$ cat config.mk
export PLATFORM = sky130hd
export DESIGN_NAME = bgcd_stage
export DESIGN_NICKNAME = d
export VERILOG_FILES = /design/src/sv/bgcd_pkg.sv /design/src/sv/bgcd_stage.sv
export VERILOG_INCLUDE_DIRS = /design/src /design/src/sv
export SDC_FILE = /design/constraint.sdc
export NUM_CORES = 1
export LEC_CHECK = 0
export BUFFER_PORTS_ARGS = -buffer_cell sky130_fd_sc_hd__clkbuf_2
export CAP_MARGIN = 20
export CORE_MARGIN = 2
export CORE_UTILIZATION = 40
export CTS_CLUSTER_SIZE = 25
export DETAILED_ROUTE_END_ITERATION = 16
export PLACE_DENSITY_LB_ADDON = 0.15
export REMOVE_ABC_BUFFERS = 1
export SKIP_LAST_GASP = 1
export SLEW_MARGIN = 25
export SYNTH_ARGS = -nofsm -noshare
export SYNTH_HDL_FRONTEND = slang
export SYNTH_SLANG_ARGS = --single-unit
$ cat constraint.sdc
create_clock -name clock -period 6.7 [get_ports clock]
set_input_delay 1.005 -clock clock [delete_from_list [all_inputs] [get_ports clock]]
set_output_delay 1.005 -clock clock [all_outputs]
set_load 0.02 [all_outputs]
$ cat src/sv/assert_macros.svh
// Assertion macros shared by the binary GCD RTL.
`ifndef ASSERT_MACROS_SVH
`define ASSERT_MACROS_SVH

// Check a property on every rising clock edge outside reset.
`define ASSERT_ALWAYS(label, prop, msg) \
   label: assert property (@(posedge clock) disable iff (reset) (prop)) \
      else $error(msg);

// Check that a property never holds on a rising clock edge outside reset.
`define ASSERT_NEVER(label, prop, msg) \
   label: assert property (@(posedge clock) disable iff (reset) not (prop)) \
      else $error(msg);

`endif

$ cat src/sv/bgcd_pkg.sv
// Types and constants of the binary GCD pipeline.
`timescale 1ns / 1ps

package bgcd_pkg;

   // datapath width of the operands
   localparam int WIDTH  = 32;
   // width of the ports
   localparam int PORT_W = 32;
   // one reduction stage per bit of the summed operand lengths
   localparam int STAGES = 2 * WIDTH;
   // count of common factors of two, at most WIDTH-1
   localparam int TWOS_W = $clog2(WIDTH);

   // low bits of the larger and the smaller value
   typedef enum logic [1:0] {
      BOTH_EVEN = 2'b00,
      MIN_ODD   = 2'b01,
      MAX_ODD   = 2'b10,
      BOTH_ODD  = 2'b11
   } parity_type;

   typedef struct packed {
      logic              valid;
      logic [WIDTH-1:0]  x;
      logic [WIDTH-1:0]  y;
      logic [TWOS_W-1:0] twos;
   } stage_type;

endpackage

$ cat src/sv/bgcd_stage.sv
// One registered reduction step of the binary GCD pipeline.
`timescale 1ns / 1ps
`include "assert_macros.svh"

module bgcd_stage
   import bgcd_pkg::*;
(
   input  logic      clock,
   input  logic      reset,
   input  logic      advance,
   input  stage_type stage_in,
   output stage_type stage_out
);

   logic              valid_ff, valid_in;
   logic [WIDTH-1:0]  x_ff, x_in;
   logic [WIDTH-1:0]  y_ff, y_in;
   logic [TWOS_W-1:0] twos_ff, twos_in;

   logic [WIDTH-1:0]  max_val;
   logic [WIDTH-1:0]  min_val;

   always_comb begin
      if (stage_in.y > stage_in.x) begin
         max_val = stage_in.y;
         min_val = stage_in.x;
      end else begin
         max_val = stage_in.x;
         min_val = stage_in.y;
      end

      valid_in = stage_in.valid;
      x_in     = max_val;
      y_in     = min_val;
      twos_in  = stage_in.twos;

      // a zero smaller value means done: hold the pair
      if (min_val != '0) begin
         case (parity_type'({max_val[0], min_val[0]}))
            BOTH_EVEN: begin
               x_in    = max_val >> 1;
               y_in    = min_val >> 1;
               twos_in = TWOS_W'(stage_in.twos + 1'b1);
            end
            MIN_ODD: begin
               x_in = max_val >> 1;
            end
            MAX_ODD: begin
               y_in = min_val >> 1;
            end
            BOTH_ODD: begin
               // difference of two odd values is even: halve it at once
               x_in = (max_val - min_val) >> 1;
            end
            default: begin
               x_in = max_val;
            end
         endcase
      end
   end

   always_ff @(posedge clock) begin
      if (reset) begin
         valid_ff <= 1'b0;
      end else if (advance) begin
         valid_ff <= valid_in;
      end
   end

   always_ff @(posedge clock) begin
      if (advance) begin
         x_ff    <= x_in;
         y_ff    <= y_in;
         twos_ff <= twos_in;
      end
   end

   assign stage_out.valid = valid_ff;
   assign stage_out.x     = x_ff;
   assign stage_out.y     = y_ff;
   assign stage_out.twos  = twos_ff;

   `ASSERT_ALWAYS(a_nonzero_kept,
      (advance && stage_in.valid && ((stage_in.x | stage_in.y) != '0)) |=> ((x_ff | y_ff) != '0),
      "stage lost a nonzero pair")
   `ASSERT_ALWAYS(a_hold_on_stall, !advance |=> (valid_ff == $past(valid_ff)),
      "stage valid changed while stalled")

endmodule

Word level (Yosys, flattened, before mapping)
Cells that the tools add are included.
{"block": "classes", "order_cmp": 1, "reduce_logical": 4, "muxes": 8, "n_eq_ne": 3, "add_sub_neg": 2}
{"operator": "two-way mux 32 bit", "count": 5}
{"operator": "one-hot mux 32 bit (2 select lines)", "count": 1}
{"operator": "greater-than comparator 32 bit", "count": 1}
{"operator": "nonzero test 32 bit", "count": 1}
{"operator": "subtractor 32 bit", "count": 1}
{"operator": "two-way mux 5 bit", "count": 2}
{"operator": "adder 5 x 1 -> 5 bit (second input constant)", "count": 1}
{"operator": "equality test 2 bit (second input constant)", "count": 2}
{"operator": "OR reduction 2 bit", "count": 2}
{"operator": "equality test 2 x 1 -> 1 bit (second input constant)", "count": 1}
{"operator": "logical NOT 2 bit", "count": 1}
{"block": "totals", "input_bits": 73, "reg_bits": 70}

Longest topological paths before layout
{"block": "logic_depth", "word_depth": 6, "depth_mapped": 21, "depth_no_buf": 19}

Worst setup path after synthesis
No wires, ideal clock.
{"block": "synth_timing", "kind": "input to register", "start": "input stage_in[5] (netlist bit)", "end": "register x_ff[29] (data pin)", "path_slack_ns": 1.670, "cell_stages": 21, "required_time_ns": 6.564, "arrival_ns": 4.894, "n_path_buf": 2, "setup_ns": 0.136, "path_cell_list": "clkbuf_1 inv_1 ha_1 nand4b_1 nor4_2 nand2_1 o21a_1 buf_6 o211ai_1 and2_1 ha_1 o21ai_0 a211oi_1 o21bai_1 a21boi_0 o221ai_1 a21oi_1 o21ai_1 and3b_1 or4_1 nand3_1"}
{"block": "synth_via", "elab_chain_cells": 6, "elab_cells_between_ends": 11, "cone_classes": "add/sub (1); order compare (1); eq/ne (2); mux (4); reduce/logical (3)"}
{"item": "start, declared", "line": "bgcd_stage.sv:11", "rtl": "input stage_type stage_in,"}
{"item": "parallel branches: the longest is 5 deep, another holds greater-than comparator 32 bit"}
{"item": "two-way mux 32 bit *", "line": "bgcd_stage.sv:38", "rtl": "if (min_val != '0) begin"}
{"item": "via x_in[29]", "line": "bgcd_stage.sv:16", "rtl": "logic [WIDTH-1:0] x_ff, x_in;"}
{"item": "end signal, assigned", "line": "bgcd_stage.sv:72", "rtl": "x_ff <= x_in;"}
{"item": "end, declared", "line": "bgcd_stage.sv:16"}
Mark *: on every way through the listed nets, which the timed path passes.
A chain may end at the register's enable or synchronous reset.

Final worst setup path
{"block": "layout_timing", "start": "input stage_in[58] (netlist bit)", "end": "register x_ff[25] (data pin)"}
The elaborated chain is that of the path after synthesis.

==> impl_results.md <==
* Antenna violations before repair at 0
* Row Count at 50
* LEAKAGE at 3.68 nW
* Setup_tns at 0 ps
* Area Overhead vs Synth at 14.3%
* Post-synth EDFFs at just under 70
* Placed Instance Area at roughly 8500 um2
* Final slew viol count at 0
* Crit. End Element: register
* Die height at approximately 140 um
* Area of the multi-input gates at roughly 5100 um2
* Delay-heaviest family, CP: compound AO/OA/AOI/OAI gates
* Via density at just under 6
* Power Density at between 200 and 250 nW/um2
* Post-route antenna net violation count at 0
* H-tree Lvls at 3
* Worst Path Required at between 6000 and 7000 ps
* Worst Hold Class: register to register
* Slowest cell on crit path: ha_1
* Drt pass-1 iters at 5
* Synthesized cell area at just under 8000 um2
* Synth Register Bits at 70
* Buf+Inv Stages, Crit Path at 2
* CTS Hold Bufs at 0
* Overall Global Routing Usage at 0.262
* Vias in the first global route at slightly above 7k
* Clock Latency Late Sink at between 300 and 400 ps
* Peak VDD IR at 0.000112 V
* Setup Skew at 0 ps
* Critical path type: input port to register
* Largest net degree at the start of global routing at between 70 and 80
* Mapped Cells at roughly 950
* Port bufs at 142
* Final Wtd Congestion at 0.912
* Fin crit period at about 5700 ps
* Fmax at about 180 MHz
* Sink Count at 70
* # Max-Cap Violations at 0
* Synth Warn # at 0
* Final Hold Violating Endpoints at 0
* Sequential cell area at roughly 2100 um2
* Post-Route WL at ~27,000 um
* CTS Buffer Depth at 2
* Routed WL per cell at approximately 20 um
* GR Overflow Total at 0
* Post-synthesis sequential area ratio at 0.272
* Fill count at 1,962
* CP max FO at 13
* Tcrit/Tclk final at 0.849
* Finished Layout Cells at around 1.3k
* Initial DRC count at slightly below 800
* Initial core utilization at 0.409
* Worst-path clk slew at 60 ps
* Setup crit start kind: input port
* Arrival time worst endpoint at 5770 ps
* Die X at ~140 um
* Hold WS at slightly below 500 ps
* DP Cell Count at about 1.3k
* Root Buffer: clkbuf_16
* Via count at 7,850
* Post-CTS Setup Bufs at 0
* CTS resizes at 0
* Design area at around 8800 um2
* Endpoints failing setup at 0
* Worst Tran Pin Value at between 900 and 1000 ps
* Syn Area/Cell at between 8 and 9 um2
* Share of post-route cells with drive strength above 1 at 0.216
* Ys flop type: edfxtp_1
* Status: finished clean
* CP max stage delay at around 540 ps
* Global-route wire length before repair at around 41,000 um
* RSZ-0062 raised after global routing: no
* DP HPWL at ~20,000 um
* ANT cells at 0
* Async S/R FF share, synth at 0
* Die area at about 20,000 um2
* Core region area at 18,800 um2
* DRC at 0
* Rel. slew slack at 0.361
* Number of distinct library cells after synthesis at between 80 and 90
* Number of buffers inserted during clock tree synthesis at 9
* CP cell instances: clkbuf_2, inv_1, ha_1, nand4_1, nor4_2, nand2_1, o21a_1, or3_1, and2_1, ha_1, o21ai_0, a211oi_1, o21bai_1, a21boi_0, o221ai_1, a21oi_1, o21ai_1, a21boi_0, xnor2_1, o21ai_0
* Top-Level Pins at between 100 and 150
* CTS tree: built
* Number of nets in the layout at 1,164
[per-stage QoR]
step           setup WS, ps  total power [mW]   util
2_1_floorplan         -1450              1.17      -
3_3_place_gp            901              1.46  0.453
3_5_place_dp            801              1.46  0.453
4_1_cts                1140              1.96  0.468
5_1_grt                 667              2.06  0.468
6_report               1010              1.95  0.468
[metal layers]
metal / routed length [um] / GRT usage / up-vias
li1: - / - / 3757
met1: 12800 / 0.388 / 3711
met2: 11500 / 0.387 / 340
met3: 2040 / 0.0392 / 42
met4: 537 / 0.0870 / 0
met5: 0 / 0 / -
[cell families (layout without fill, tap and decap cells)]
group,after synthesis,in the layout,share of synthesized area
and+or+nand+nor,360,360,0.227
buffers and inverters,118,224,0.0754
DFF,70,70,0.272
adders and majority gates,36,36,0.0585
xor gates and xnor gates,26,26,0.0296
muxes,50,50,0.0668
AOI/OAI and AO/OA,294,294,0.272
[cell type report]
type / instances / share of cell area
well taps: 260 / 0.0369
clock buffers: 12 / 0.0269
clock inverters: 4 / 0.00540
inverters: 46 / 0.0196
flip-flops and latches: 70 / 0.238
multi-input cells: 766 / 0.574
repair buffers: 162 / 0.0995
[cell usage in the layout (no fill, tap or decap), types with 5 or more instances in the layout]
cell / n
o21ai_0: 44
ha_1: 36
clkbuf_2: 141
nand2_1: 132
a21oi_1: 65
nand4_1: 15
o211ai_1: 8
a21boi_0: 9
nor2b_1: 25
or3_1: 8
edfxtp_1: 69
a211oi_1: 12
o221a_2: 5
a221o_1: 10
inv_1: 46
buf_4: 20
o21a_1: 12
nand3_1: 14
xnor2_1: 16
xor2_1: 10
a31oi_1: 42
nor2_1: 93
and2_1: 5
clkbuf_16: 9
nor3_1: 16
a21o_1: 9
mux2_2: 6
nor4_1: 20
mux2i_1: 42
[report_power, final]
group | leakage (nW) | switching, mW | internal (mW)
clock network | 0.138 | 0.198 | 0.288
logic | 2.86 | 0.568 | 0.310
registers | 0.682 | 0.0187 | 0.571
[worst reg2reg max path, cell delays in order, from the launching register on]
cell     delay, ps
dfxtp_1        300
mux2i_1        120
nor2_1          50
[worst paths after layout]
kind                                   start  cells past startpoint  slack, ps  endpoint
worst min register to register      valid_ff                      2        490  valid_ff
worst max register to register      valid_ff                      2       6120  valid_ff
worst max-delay path            stage_in[58]                     20       1010  x_ff[25]
worst min-delay path                valid_ff                      2        490  valid_ff
[sequential cells by signal (all words and copies together) (netlist names)]
register  count
x_ff         32
y_ff         32
valid_ff      1
twos_ff       5
[synthesized netlist by cell type (5+ instances only)]
cell	n	area share
a211oi_1	14	0.014
a21boi_0	9	0.0088
a21o_1	9	0.0088
a21oi_1	65	0.042
a221o_1	10	0.013
a31oi_1	42	0.034
and2_1	5	0.0041
buf_1	8	0.0039
buf_2	26	0.017
buf_6	12	0.018
clkbuf_1	22	0.011
edfxtp_1	69	0.27
ha_1	36	0.058
inv_1	46	0.022
mux2_2	6	0.0088
mux2i_1	42	0.055
nand2_1	132	0.064
nand3_1	14	0.0091
nand4_1	15	0.012
nor2_1	93	0.045
nor2b_1	25	0.020
nor3_1	16	0.010
nor4_1	20	0.016
o211ai_1	8	0.0078
o21a_1	12	0.012
o21ai_0	44	0.029
o221a_2	5	0.0073
or3_1	8	0.0065
xnor2_1	16	0.018
xor2_1	10	0.011
(Power assumes the default switching activity.)
